**src/design/brvm_pkg.sv**
```systemverilog
// brvm_pkg: shared constants of the register machine execute block
// opcodes, set modes, event codes, field widths and parameter defaults
// no dependencies
package brvm_pkg;

   // parameter defaults
   localparam int NUM_REGS_DEF   = 32;
   localparam int DATA_WIDTH_DEF = 32;

   // fixed field widths of the stream payload
   localparam int FUNC_W      = 4;
   localparam int FIELD_W     = 32;
   localparam int SEL_W       = 5;
   localparam int EV_W        = 3;
   localparam int REQ_TDATA_W = 72;
   localparam int RSP_TDATA_W = 72;

   // opcodes
   localparam logic [FUNC_W-1:0] OP_SET    = 4'd0;
   localparam logic [FUNC_W-1:0] OP_ADD    = 4'd1;
   localparam logic [FUNC_W-1:0] OP_SUB    = 4'd2;
   localparam logic [FUNC_W-1:0] OP_MUL    = 4'd3;
   localparam logic [FUNC_W-1:0] OP_DIV    = 4'd4;
   localparam logic [FUNC_W-1:0] OP_MOD    = 4'd5;
   localparam logic [FUNC_W-1:0] OP_SHOW   = 4'd6;
   localparam logic [FUNC_W-1:0] OP_JUMP   = 4'd7;
   localparam logic [FUNC_W-1:0] OP_NEXTIF = 4'd8;
   localparam logic [FUNC_W-1:0] OP_SKIPIF = 4'd9;
   localparam logic [FUNC_W-1:0] OP_PRINT  = 4'd10;
   localparam logic [FUNC_W-1:0] OP_EXIT   = 4'd11;

   // set modes
   localparam logic [SEL_W-1:0] SET_IMM  = 5'd0;
   localparam logic [SEL_W-1:0] SET_COPY = 5'd1;

   // event codes
   localparam logic [EV_W-1:0] EV_NONE    = 3'd0;
   localparam logic [EV_W-1:0] EV_SHOW    = 3'd1;
   localparam logic [EV_W-1:0] EV_PRINT   = 3'd2;
   localparam logic [EV_W-1:0] EV_EXIT    = 3'd3;
   localparam logic [EV_W-1:0] EV_DIVZERO = 3'd4;
   localparam logic [EV_W-1:0] EV_ILLEGAL = 3'd5;

endpackage

```
**src/design/bytecode_register_vm_execute_top.sv**
```systemverilog
// bytecode_register_vm_execute_top: execute stage of a twelve-opcode register machine
// register file memory, one shared add/sub unit under a small sequencer
// depends on brvm_pkg
//
// sequence: an accepted request is executed in S_EXEC; mul, and div and mod with a
//   nonzero divisor, then iterate in S_ITER (one shift-add or trial subtract per bit)
//   on the shared add/sub unit and write back in S_FIX; S_DONE loads the response register
// a new request is taken only after the previous result has moved into the response
//   register, so one instruction is in flight at a time; while the response slot stays
//   blocked, the block waits in S_DONE
// reset: synchronous; clears the sequencer, the output valid and the register
//   valid bits, so every register reads zero; no clearing pass is needed
module bytecode_register_vm_execute_top #(
   parameter int NUM_REGS   = brvm_pkg::NUM_REGS_DEF,
   parameter int DATA_WIDTH = brvm_pkg::DATA_WIDTH_DEF
) (
   input  logic                                clock,
   input  logic                                reset,
   // request channel
   input  logic                                req_tvalid,
   output logic                                req_tready,
   input  logic [brvm_pkg::REQ_TDATA_W-1:0]    req_tdata,  // field_a, field_b, field_c
   input  logic [brvm_pkg::FUNC_W-1:0]         req_tuser,  // func
   // response channel
   output logic                                rsp_tvalid,
   input  logic                                rsp_tready,
   output logic [brvm_pkg::RSP_TDATA_W-1:0]    rsp_tdata,  // pc_step, event_value, event_reg
   output logic [brvm_pkg::EV_W-1:0]           rsp_tuser   // event_res
);

   localparam int W  = DATA_WIDTH;
   localparam int AW = $clog2(NUM_REGS);
   localparam int CW = $clog2(DATA_WIDTH);
   localparam int FW = brvm_pkg::FIELD_W;
   localparam int SW = brvm_pkg::SEL_W;
   localparam int EW = brvm_pkg::EV_W;
   localparam logic [FW-1:0] NREG_LIM = FW'(NUM_REGS);

   typedef enum logic [2:0] {
      S_IDLE,
      S_EXEC,
      S_ITER,
      S_FIX,
      S_DONE
   } state_type;

   // request fields
   logic [brvm_pkg::FUNC_W-1:0] req_func;
   logic [FW-1:0]               req_fa;
   logic [FW-1:0]               req_fb;
   logic [SW-1:0]               req_fc;

   assign req_func = req_tuser;
   assign req_fa   = req_tdata[FW-1:0];
   assign req_fb   = req_tdata[2*FW-1:FW];
   assign req_fc   = req_tdata[2*FW+SW-1:2*FW];

   // register file with per-entry valid bits
   logic [W-1:0]        mem [NUM_REGS];
   logic [NUM_REGS-1:0] vld_ff;
   logic                wr_en;
   logic [AW-1:0]       wr_addr;
   logic [W-1:0]        wr_data;

   logic                rd0_use_a;
   logic [FW-1:0]       rd0_idx;
   logic                rd0_ok;
   logic                rd1_ok;
   logic [AW-1:0]       rd0_addr;
   logic [AW-1:0]       rd1_addr;
   logic [W-1:0]        rd0_data_ff;
   logic [W-1:0]        rd1_data_ff;
   logic                rd0_hit_ff;
   logic                rd1_hit_ff;

   // port 0 reads the tested register for show and compares, else the first source
   assign rd0_use_a = (req_func == brvm_pkg::OP_SHOW) || (req_func == brvm_pkg::OP_NEXTIF) ||
                      (req_func == brvm_pkg::OP_SKIPIF);
   assign rd0_idx   = rd0_use_a ? req_fa : req_fb;
   assign rd0_ok    = rd0_idx < NREG_LIM;
   assign rd1_ok    = FW'(req_fc) < NREG_LIM;
   assign rd0_addr  = rd0_ok ? rd0_idx[AW-1:0] : '0;
   assign rd1_addr  = rd1_ok ? AW'(req_fc) : '0;

   // memory array: one write port, two registered read ports
   always_ff @(posedge clock) begin
      if (wr_en) begin
         mem[wr_addr] <= wr_data;
      end
      rd0_data_ff <= mem[rd0_addr];
      rd1_data_ff <= mem[rd1_addr];
      rd0_hit_ff  <= rd0_ok & vld_ff[rd0_addr];
      rd1_hit_ff  <= rd1_ok & vld_ff[rd1_addr];
   end

   // valid bits, an unwritten entry reads zero
   always_ff @(posedge clock) begin
      if (reset) begin
         vld_ff <= '0;
      end else if (wr_en) begin
         vld_ff[wr_addr] <= 1'b1;
      end
   end

   // sequencer and datapath registers
   state_type                   state_ff, state_in;
   logic [brvm_pkg::FUNC_W-1:0] func_ff, func_in;
   logic [FW-1:0]               fa_ff, fa_in;
   logic [FW-1:0]               fb_ff, fb_in;
   logic [SW-1:0]               fc_ff, fc_in;
   logic                        fa_ok_ff, fa_ok_in;
   logic [W-1:0]                acc_ff, acc_in;
   logic [W-1:0]                aux_ff, aux_in;
   logic [W-1:0]                opnd_ff, opnd_in;
   logic                        neg_ff, neg_in;
   logic [CW-1:0]               cnt_ff, cnt_in;
   logic [FW-1:0]               res_step_ff, res_step_in;
   logic [EW-1:0]               res_ev_ff, res_ev_in;
   logic [FW-1:0]               res_val_ff, res_val_in;
   logic [SW-1:0]               res_reg_ff, res_reg_in;
   logic                        rsp_valid_ff, rsp_valid_in;
   logic [FW-1:0]               rsp_step_ff, rsp_step_in;
   logic [EW-1:0]               rsp_ev_ff, rsp_ev_in;
   logic [FW-1:0]               rsp_val_ff, rsp_val_in;
   logic [SW-1:0]               rsp_reg_ff, rsp_reg_in;

   // shared add/sub unit
   logic [W:0] add_a;
   logic [W:0] add_b;
   logic       add_sub;
   logic [W:0] add_res;

   assign add_res = add_a + (add_sub ? ~add_b : add_b) + (W+1)'(add_sub);

   // operand views
   logic [W-1:0]        x;
   logic [W-1:0]        y;
   logic signed [63:0]  xs64;
   logic signed [63:0]  fbs64;
   logic                cmp_eq;
   logic [W-1:0]        mx;
   logic [W-1:0]        my;
   logic [W-1:0]        fix_val;

   assign x       = rd0_hit_ff ? rd0_data_ff : '0;
   assign y       = rd1_hit_ff ? rd1_data_ff : '0;
   assign xs64    = 64'(signed'(x));
   assign fbs64   = 64'(signed'(fb_ff));
   assign cmp_eq  = (xs64 == fbs64);
   assign mx      = x[W-1] ? (~x + W'(1)) : x;
   assign my      = y[W-1] ? (~y + W'(1)) : y;
   assign fix_val = (func_ff == brvm_pkg::OP_DIV) ? aux_ff : acc_ff;
   assign wr_addr = fa_ff[AW-1:0];

   // next-state and datapath control
   always_comb begin
      state_in     = state_ff;
      func_in      = func_ff;
      fa_in        = fa_ff;
      fb_in        = fb_ff;
      fc_in        = fc_ff;
      fa_ok_in     = fa_ok_ff;
      acc_in       = acc_ff;
      aux_in       = aux_ff;
      opnd_in      = opnd_ff;
      neg_in       = neg_ff;
      cnt_in       = cnt_ff;
      res_step_in  = res_step_ff;
      res_ev_in    = res_ev_ff;
      res_val_in   = res_val_ff;
      res_reg_in   = res_reg_ff;
      rsp_valid_in = rsp_valid_ff & ~rsp_tready;
      rsp_step_in  = rsp_step_ff;
      rsp_ev_in    = rsp_ev_ff;
      rsp_val_in   = rsp_val_ff;
      rsp_reg_in   = rsp_reg_ff;
      add_a        = '0;
      add_b        = '0;
      add_sub      = 1'b0;
      wr_en        = 1'b0;
      wr_data      = add_res[W-1:0];

      unique case (state_ff)
         S_IDLE: begin
            if (req_tvalid) begin
               func_in  = req_func;
               fa_in    = req_fa;
               fb_in    = req_fb;
               fc_in    = req_fc;
               fa_ok_in = req_fa < NREG_LIM;
               state_in = S_EXEC;
            end
         end
         S_EXEC: begin
            res_step_in = FW'(1);
            res_ev_in   = brvm_pkg::EV_NONE;
            res_val_in  = '0;
            res_reg_in  = '0;
            state_in    = S_DONE;
            unique case (func_ff) inside
               brvm_pkg::OP_SET: begin
                  if (fc_ff == brvm_pkg::SET_IMM) begin
                     wr_en   = fa_ok_ff;
                     wr_data = fbs64[W-1:0];
                  end else if (fc_ff == brvm_pkg::SET_COPY) begin
                     wr_en   = fa_ok_ff;
                     wr_data = x;
                  end
               end
               brvm_pkg::OP_ADD, brvm_pkg::OP_SUB: begin
                  add_a   = {1'b0, x};
                  add_b   = {1'b0, y};
                  add_sub = (func_ff == brvm_pkg::OP_SUB);
                  wr_en   = fa_ok_ff;
                  wr_data = add_res[W-1:0];
               end
               brvm_pkg::OP_MUL: begin
                  acc_in   = '0;
                  aux_in   = x;
                  opnd_in  = y;
                  neg_in   = 1'b0;
                  cnt_in   = CW'(DATA_WIDTH - 1);
                  state_in = S_ITER;
               end
               brvm_pkg::OP_DIV, brvm_pkg::OP_MOD: begin
                  if (y == '0) begin
                     res_ev_in   = brvm_pkg::EV_DIVZERO;
                     res_step_in = '0;
                  end else begin
                     acc_in   = '0;
                     aux_in   = mx;
                     opnd_in  = my;
                     neg_in   = (func_ff == brvm_pkg::OP_DIV) ? (x[W-1] ^ y[W-1]) : x[W-1];
                     cnt_in   = CW'(DATA_WIDTH - 1);
                     state_in = S_ITER;
                  end
               end
               brvm_pkg::OP_SHOW: begin
                  res_ev_in  = brvm_pkg::EV_SHOW;
                  res_val_in = xs64[FW-1:0];
                  res_reg_in = fa_ff[SW-1:0];
               end
               brvm_pkg::OP_JUMP: begin
                  res_step_in = fa_ff;
               end
               brvm_pkg::OP_NEXTIF: begin
                  res_step_in = cmp_eq ? FW'(1) : FW'(2);
               end
               brvm_pkg::OP_SKIPIF: begin
                  res_step_in = cmp_eq ? FW'(2) : FW'(1);
               end
               brvm_pkg::OP_PRINT: begin
                  res_ev_in  = brvm_pkg::EV_PRINT;
                  res_val_in = fa_ff;
               end
               brvm_pkg::OP_EXIT: begin
                  res_ev_in   = brvm_pkg::EV_EXIT;
                  res_val_in  = fa_ff;
                  res_step_in = '0;
               end
               default: begin
                  res_ev_in   = brvm_pkg::EV_ILLEGAL;
                  res_step_in = '0;
               end
            endcase
         end
         S_ITER: begin
            if (func_ff == brvm_pkg::OP_MUL) begin
               // shift-add, one multiplier bit per cycle
               add_a   = {1'b0, acc_ff};
               add_b   = {1'b0, aux_ff};
               if (opnd_ff[0]) begin
                  acc_in = add_res[W-1:0];
               end
               aux_in  = {aux_ff[W-2:0], 1'b0};
               opnd_in = {1'b0, opnd_ff[W-1:1]};
            end else begin
               // restoring divide, one quotient bit per cycle
               add_a   = {acc_ff, aux_ff[W-1]};
               add_b   = {1'b0, opnd_ff};
               add_sub = 1'b1;
               acc_in  = add_res[W] ? add_a[W-1:0] : add_res[W-1:0];
               aux_in  = {aux_ff[W-2:0], ~add_res[W]};
            end
            if (cnt_ff == '0) begin
               state_in = S_FIX;
            end else begin
               cnt_in = cnt_ff - CW'(1);
            end
         end
         S_FIX: begin
            // sign correction and write back
            add_a    = '0;
            add_b    = {1'b0, fix_val};
            add_sub  = 1'b1;
            wr_en    = fa_ok_ff;
            wr_data  = neg_ff ? add_res[W-1:0] : fix_val;
            state_in = S_DONE;
         end
         S_DONE: begin
            if (!rsp_valid_ff || rsp_tready) begin
               rsp_valid_in = 1'b1;
               rsp_step_in  = res_step_ff;
               rsp_ev_in    = res_ev_ff;
               rsp_val_in   = res_val_ff;
               rsp_reg_in   = res_reg_ff;
               state_in     = S_IDLE;
            end
         end
         default: begin
            state_in = S_IDLE;
         end
      endcase
   end

   // state and registered outputs
   always_ff @(posedge clock) begin
      if (reset) begin
         state_ff     <= S_IDLE;
         rsp_valid_ff <= 1'b0;
      end else begin
         state_ff     <= state_in;
         rsp_valid_ff <= rsp_valid_in;
      end
      func_ff     <= func_in;
      fa_ff       <= fa_in;
      fb_ff       <= fb_in;
      fc_ff       <= fc_in;
      fa_ok_ff    <= fa_ok_in;
      acc_ff      <= acc_in;
      aux_ff      <= aux_in;
      opnd_ff     <= opnd_in;
      neg_ff      <= neg_in;
      cnt_ff      <= cnt_in;
      res_step_ff <= res_step_in;
      res_ev_ff   <= res_ev_in;
      res_val_ff  <= res_val_in;
      res_reg_ff  <= res_reg_in;
      rsp_step_ff <= rsp_step_in;
      rsp_ev_ff   <= rsp_ev_in;
      rsp_val_ff  <= rsp_val_in;
      rsp_reg_ff  <= rsp_reg_in;
   end

   // ports
   assign req_tready = (state_ff == S_IDLE);
   assign rsp_tvalid = rsp_valid_ff;
   assign rsp_tuser  = rsp_ev_ff;
   assign rsp_tdata  = {{(brvm_pkg::RSP_TDATA_W - 2*FW - SW){1'b0}},
                        rsp_reg_ff, rsp_val_ff, rsp_step_ff};

   // checks
   a_wr_phase: assert property (@(posedge clock) disable iff (reset)
      wr_en |-> (state_ff == S_EXEC || state_ff == S_FIX))
      else $error("register file written outside execute or fix phase");

   a_accept_exec: assert property (@(posedge clock) disable iff (reset)
      (req_tvalid && req_tready) |=> (state_ff == S_EXEC))
      else $error("accepted transfer did not enter execute");

   a_divzero_nowrite: assert property (@(posedge clock) disable iff (reset)
      (state_ff == S_EXEC && (func_ff == brvm_pkg::OP_DIV || func_ff == brvm_pkg::OP_MOD) &&
       y == '0) |-> (!wr_en && state_in == S_DONE))
      else $error("divide by zero changed a register or started iterating");

   a_done_holds: assert property (@(posedge clock) disable iff (reset)
      (state_ff == S_DONE && rsp_valid_ff && !rsp_tready) |=> (state_ff == S_DONE))
      else $error("finished result left before output slot freed");

endmodule

```
**config.mk**
```make
export PLATFORM = sky130hd
export DESIGN_NAME = bytecode_register_vm_execute_top
export DESIGN_NICKNAME = d
export VERILOG_FILES = /design/src/design/brvm_pkg.sv /design/src/design/bytecode_register_vm_execute_top.sv
export SDC_FILE = /design/constraint.sdc
export NUM_CORES = 2
export LEC_CHECK = 0
export BUFFER_PORTS_ARGS = -buffer_cell sky130_fd_sc_hd__buf_2
export CAP_MARGIN = 20
export CORE_MARGIN = 5
export CORE_UTILIZATION = 36
export CTS_BUF_LIST = sky130_fd_sc_hd__clkbuf_4
export CTS_CLUSTER_DIAMETER = 30
export CTS_CLUSTER_SIZE = 40
export DETAILED_ROUTE_END_ITERATION = 12
export GPL_ROUTABILITY_DRIVEN = 1
export HOLD_SLACK_MARGIN = 0.06
export PLACE_DENSITY = 0.59
export SYNTH_ARGS = -nofsm -noshare
export SYNTH_HDL_FRONTEND = slang
export SYNTH_SLANG_ARGS = --single-unit
```
**constraint.sdc**
```tcl
create_clock -name clock -period 9.3 [get_ports clock]
set_input_delay 1.395 -clock clock [delete_from_list [all_inputs] [get_ports clock]]
set_output_delay 1.395 -clock clock [all_outputs]
set_load 0.1 [all_outputs]
```
After elaboration in Yosys (flattened, before gate mapping)
Memories as Yosys holds them, arrays and structs flattened. A register that Yosys moved wholly into a read port is not among the register bits. Index checks and enable logic that the tools add are counted.

Bits in writable memories: 1024. Flip-flop bits (word level): 358. ROM bits: 0. Bits in latches: 0. Memories: 1. Input port bits: 80. Output and inout bits: 77.

Memory list: mem (words 32, bits a word 32, rd ports 2, clocked after memory_dff 2, wr ports 1, line bytecode_register_vm_execute_top.sv:59) `logic [W-1:0] mem [NUM_REGS];`.

Reduce and logical (&&, ||, !) cells: 25. Bitwise gates (word level): 9. Shift operators: 0. Mux-type cells: 70. Add/subtract/negate cells: 5. Magnitude comparators: 6. Equal/unequal tests: 29. Divide/modulo/power cells: 0. $mul: 0.

Operators with widths (number): $mux 32 (20); $pmux 32 s2 (8); $pmux 32 s5 (1); $pmux 32 s3 (1); $mux 33 (2); $pmux 33 s2 (1); $add 32x1->32 const B (2); $lt 32x6->1 const B (2); $not 32->32 (2); $add 33x1->33 (1); $add 33x33->33 (1); $not 33->33 (1); $eq 32x32->1 (1); $logic_not 32->1 (1); $or 32x32->32 (1); $pmux 3 s5 (2); $eq 4x4->1 const B (6); $eq 4x3->1 const B (5); $pmux 5 s2 (2); $lt 5x6->1 const B (3); $mux 1 (15); $mux 3 (5); $mux 5 (3); $ne 2x2->1 const B (6); 31 further kinds (52).

Longest topological paths before layout
Word-level depth: 12. Mapped depth: 23. Gate-level depth less buffers: 19.

Worst setup path after synthesis
No wires, ideal clock.

Path kind: reg-to-reg. From: register func_ff[3] (netlist bit). To: memory mem[0][24] (netlist bit) (data pin). Data arrival time: 5366 ps. Clock period less this slack: 5820 ps. Buffers on the path: 5. Setup slack: 3480 ps. Setup time: 454 ps. Stages on the path, launching flop included: 19. Required time: 8846 ps. Cells stage by stage: edfxtp_1 -> buf_2 -> nand4bb_1 -> clkbuf_1 -> buf_1 -> buf_1 -> clkbuf_1 -> mux2i_1 -> o22ai_1 -> ha_1 -> and2_1 -> o211ai_1 -> nor2_1 -> a221o_1 -> a31oi_1 -> o31ai_1 -> xor2_1 -> a21oi_1 -> o21ai_0.

Word-level cells in the longest chain between the ends: 12. Elaborated cells on any way between the ends: 25.

RTL lines: start: declaration (line bytecode_register_vm_execute_top.sv:107) `logic [brvm_pkg::FUNC_W-1:0] func_ff, func_in;`; start signal: assignment (line bytecode_register_vm_execute_top.sv:325) `func_ff <= func_in;`; $eq 4x1->1 (no line) or $eq 4x2->1 (tied branches); $reduce_or 2->1 (line bytecode_register_vm_execute_top.sv:200) `unique case (func_ff) inside`; $mux 32 (line bytecode_register_vm_execute_top.sv:200); $pmux 32 s3 (line bytecode_register_vm_execute_top.sv:183) `unique case (state_ff)`; $not 33->33 (line bytecode_register_vm_execute_top.sv:133) `assign add_res = add_a + (add_sub ? ~add_b : add_b) + (W+1)'(add_sub);`; $mux 33 (line bytecode_register_vm_execute_top.sv:133); $add 33x33->33 (line bytecode_register_vm_execute_top.sv:133); $add 33x1->33 (line bytecode_register_vm_execute_top.sv:133); $mux 32 (line bytecode_register_vm_execute_top.sv:205) `end else if (fc_ff == brvm_pkg::SET_COPY) begin`; $mux 32 (line bytecode_register_vm_execute_top.sv:202) `if (fc_ff == brvm_pkg::SET_IMM) begin`; $mux 32 (line bytecode_register_vm_execute_top.sv:200); $pmux 32 s2 (*) (line bytecode_register_vm_execute_top.sv:183); via wr_data[24] (line bytecode_register_vm_execute_top.sv:63) `logic [W-1:0] wr_data;`; end: declaration (line bytecode_register_vm_execute_top.sv:59).

The timed path passes the listed nets; every way through them passes the cells marked *.

Final worst setup path
From: register state_ff[1]. To: memory mem[17][27] (netlist bit) (data pin).

Word-level cells in the longest chain between the ends: 10. Elaborated cells on any way between the ends: 15.

RTL lines: start: declaration (line bytecode_register_vm_execute_top.sv:106) `state_type state_ff, state_in;`; start signal: assignment (line bytecode_register_vm_execute_top.sv:322) `state_ff <= state_in;`; $eq 3x2->1 or $eq 3x1->1 (tied branches) (line bytecode_register_vm_execute_top.sv:183); $pmux 32 s3 (line bytecode_register_vm_execute_top.sv:183); $not 33->33 (line bytecode_register_vm_execute_top.sv:133); $mux 33 (line bytecode_register_vm_execute_top.sv:133); $add 33x33->33 (line bytecode_register_vm_execute_top.sv:133); $add 33x1->33 (line bytecode_register_vm_execute_top.sv:133); $mux 32 (line bytecode_register_vm_execute_top.sv:205); $mux 32 (line bytecode_register_vm_execute_top.sv:202); $mux 32 (line bytecode_register_vm_execute_top.sv:200); $pmux 32 s2 (*) (line bytecode_register_vm_execute_top.sv:183); via wr_data[27] (line bytecode_register_vm_execute_top.sv:63).

Marks and branches as above.

==> metrics.md <==
| Metric | Value |
|---|---|
| Fin crit share | 73.1% |
| CP required | 10430 ps |
| Worst r2r src | state_ff[1] |
| DIE AREA | 201000 sq um |
| Die W | 449 um |
| CTS max path bufs | 4 |
| WL final | 228000 um |
| Number of remaining DRC errors | 0 |
| # setup viols final | 0 |
| Met3 WL | 27200 um |
| DP HPWL | 137000 um |
| Initial Utilization | 36.1% |
| Number of global-route vias before repair | 45356 |
| Nets | 4935 |
| Clk_skew | 149 ps |
| CTS H-tree lvls | 5 |
| Fmax | 0.147 GHz |
| Sequential-to-total area share from yosys stat | 61.2% |
| Setup CP Type | reg -> reg |
| EDFF count, synth | 1344 |
| Clk Latency, worst-skew pair | 1330 ps |
| Core ar. | 192000 sq um |
| Fin crit period | 6800 ps |
| DRT iter0 DRCs | 6163 |
| Placement Rows | 161 |
| Critical path, cell by cell | inv_2 -> or3_4 -> buf_4 -> a21oi_1 -> a211oi_1 -> xnor2_1 -> ha_1 -> a21oi_1 -> o21ai_0 -> a21oi_1 -> nand3_1 -> a21o_1 -> nand3_1 -> a211oi_2 -> o31ai_1 -> xor2_1 -> a32oi_2 -> buf_4 |
| Slowest cell on the critical path | a32oi_2 |
| Status | completed |
| Setup bufs post-CTS | 0 |
| Crit path DAT | 7930 ps |
| Fin Hold WS | 329 ps |
| Main synth FF type | edfxtp_1 |
| Antenna-violating nets left | 0 |
| Cell family with most CP delay | compound AO/OA/AOI/OAI gates |
| Overall Global Routing Usage | 22.0% |
| PortBufs | 150 |
| # clock sinks | 1446 |
| Root Buffer | clkbuf_4 |
| Worst stage delay on the critical path | 1080 ps |
| Max_cap viols | 0 |
| Uppermost routed layer | met5 |
| Avg WL per Cell | 30.0 um |
| Final setup TNS | 0 ps |
| Synth Register Bits | 1446 |
| Critical path's most frequent cell | a21oi_1 |
| P&R area growth vs syn | 13.2% |
| WL met1 | 89300 um |
| TritonCTS Buffers | 321 |
| Max-slew headroom | 11.6% |
| CP Capture Type | flop |
| Synth async-reset ratio | 0% |
| Leakage | 24.8 nW |
| Detailed-route via count | 46364 |
| Post-CTS sizing | 0 |
| Least-Margin Pin Slew | 1330 ps |
| Die extent in y | 449 um |
| Largest net degree at the start of global routing | 176 |
| Layout cell share with drive strength beyond 1 | 29.6% |
| Worst Hold Launch | req_tdata[44] |
| Mapped Area | 69300 sq um |
| RSZ-0062 raised after global routing | no |
| Synth warn | 0 |
| WP buf/inv | 3 |
| Worst VDD drop | 110 uV |
| Max-slew violation count | 0 |
| CTS tree | built |
| Initial antenna violation count | 14 |
| Gate Count Post-Synth | 4560 |
| Crit start category | flop |
| Ports | 157 |
| Placer Congestion | 0.920 |
| Vias per Instance | 6.10 |
| Global-route wire length before repair | 325000 um |
| Final Power | 13.8 mW |
| Met2 Routed Length | 102000 um |
| Unique masters post-synth | 88 |
| Detailed Routing Iterations Pass 1 | 8 |
| Min-Delay Path Class | in -> reg |
| Layout fillers | 17449 |
| CP Max Fanout | 59 |
| P per Cell Area | 176 nW/um^2 |
| CTS clk-pin slew, worst paths | 80 ps |
| GRT Residual Overflow | 0 |
| Avg Cell Area, Syn | 15.2 sq um |
| CP startpoint | state_ff[1] |
| Hold Vio Cnt, Final | 0 |
| CTS Hold Bufs | 0 |
-- placed cells by master (no fill, tap or decap), types with 113 or more instances in the layout --
| cell | instances |
|---|---|
| edfxtp_1 | 1344 |
| o21ai_0 | 265 |
| mux2i_1 | 131 |
| a21oi_1 | 171 |
| clkbuf_4 | 369 |
| buf_2 | 146 |
| nor2_1 | 205 |
| buf_4 | 113 |
| nand2_1 | 490 |
| mux4_2 | 526 |
-- report_power, final --
group	total (mW)	leakage (nW)	switching (mW)	internal, mW
sequential	7.21	13.0	0.0878	7.13
clock	5.85	2.64	2.80	3.04
combinational	0.759	9.15	0.496	0.262
total	13.8	24.8	3.39	10.4
-- flip-flops by register name (all words and copies together), names as in the netlist, 3 cells and up --
| register | cells |
|---|---|
| res_reg_ff | 5 |
| rsp_step_ff | 32 |
| rd0_data_ff | 32 |
| acc_ff | 32 |
| vld_ff | 32 |
| fb_ff | 32 |
| res_ev_ff | 3 |
| cnt_ff | 5 |
| rsp_val_ff | 32 |
| res_step_ff | 32 |
| rsp_reg_ff | 5 |
| fc_ff | 5 |
| opnd_ff | 32 |
| res_val_ff | 32 |
| rsp_tuser | 3 |
| mem | 1024 |
| rd1_data_ff | 32 |
| state_ff | 3 |
| aux_ff | 32 |
| func_ff | 4 |
| fa_ff | 32 |
-- cell usage after synthesis (8+ instances only) --
cell type | instances | area, sq um
xor2_1 | 39 | 342
a32oi_1 | 69 | 604
a21o_1 | 15 | 113
a221oi_1 | 13 | 114
dfxtp_1 | 102 | 2040
buf_2 | 30 | 150
and2_1 | 36 | 225
clkbuf_1 | 264 | 991
mux2i_1 | 132 | 1320
o211ai_1 | 10 | 75.1
or3_1 | 8 | 50.1
buf_1 | 38 | 143
and3_1 | 10 | 62.6
o21ba_2 | 8 | 80.1
a31oi_1 | 14 | 87.6
nand2_1 | 490 | 1840
edfxtp_1 | 1344 | 40400
nor2b_1 | 19 | 119
a22oi_1 | 15 | 113
mux4_2 | 526 | 11800
o22ai_1 | 107 | 669
inv_1 | 21 | 78.8
nand3b_1 | 13 | 97.6
o21ai_1 | 17 | 85.1
a21oi_1 | 171 | 856
o21ai_0 | 270 | 1350
mux2_2 | 68 | 766
nand3_1 | 60 | 300
xnor2_1 | 79 | 692
nor2_1 | 244 | 916
ha_1 | 34 | 425
o221ai_1 | 71 | 622
a211oi_1 | 31 | 233
o41ai_1 | 9 | 78.8
nand2b_1 | 16 | 100
o31ai_1 | 16 | 120
nor3_1 | 23 | 115
buf_6 | 9 | 101
or4_1 | 12 | 90.1
nor4_1 | 14 | 87.6
-- path summary, 6_finish.rpt --
kind | to | slack (ps) | depth (start not counted)
worst min-delay path | fb_ff[12] | 330 | 1
worst min register to register | rsp_step_ff[2] | 400 | 0
worst max-delay path | mem[17][27] | 2500 | 18
worst max register to register | mem[17][27] | 2500 | 18
-- area by class of cell --
class	count	area [sq um]	share of cell area, %
sequential	1446	42400	54.1
multi-input combinational	2747	25900	33.1
tap	2526	3160	4.03
clock buffer	369	2770	3.53
clock inverter	199	2070	2.64
timing repair buffer	279	1970	2.51
inverter	25	96.3	0.123
antenna	12	30.0	0.0383
-- worst register-to-register path, delay by kind of cell (launching register included) --
kind | cells | cell delay [ps]
buffers and inverters | 3 | 1460
AO/OA/AOI/OAI | 9 | 3040
adder cells (fa/ha/maj) | 1 | 400
flip-flops | 1 | 530
AND/OR/NAND/NOR | 3 | 940
XOR/XNOR | 2 | 340
-- layer usage --
metal  track usage (%)  up-vias
met5                 0        -
met4              8.60        6
met3              6.22      523
met2              33.2     3006
met1              30.1    23698
li1                  -    19131
-- metrics by stage --
step / util, % / worst slack, ps / area, sq um / cells
6_report: 40.8 / 2500 / 78400 / 7603
5_1_grt: 40.8 / 2230 / 78400 / 7599
4_1_cts: 40.8 / 2550 / 78300 / 7587
3_5_place_dp: 38.3 / 2560 / 73500 / 7019
3_3_place_gp: 38.2 / 2550 / 73400 / 7016
2_1_floorplan: - / 3480 / 69300 / 4562
-- cells by family after synthesis --
| family | share of synthesized area [%] |
|---|---|
| compound gates | 8.13 |
| mux | 20.1 |
| simple gates | 6.23 |
| fa+ha+maj | 0.643 |
| other cells | 0.00541 |
| buf+inv | 2.17 |
| flops | 61.2 |
| xor+xnor | 1.49 |
(Power assumes the default switching activity.)
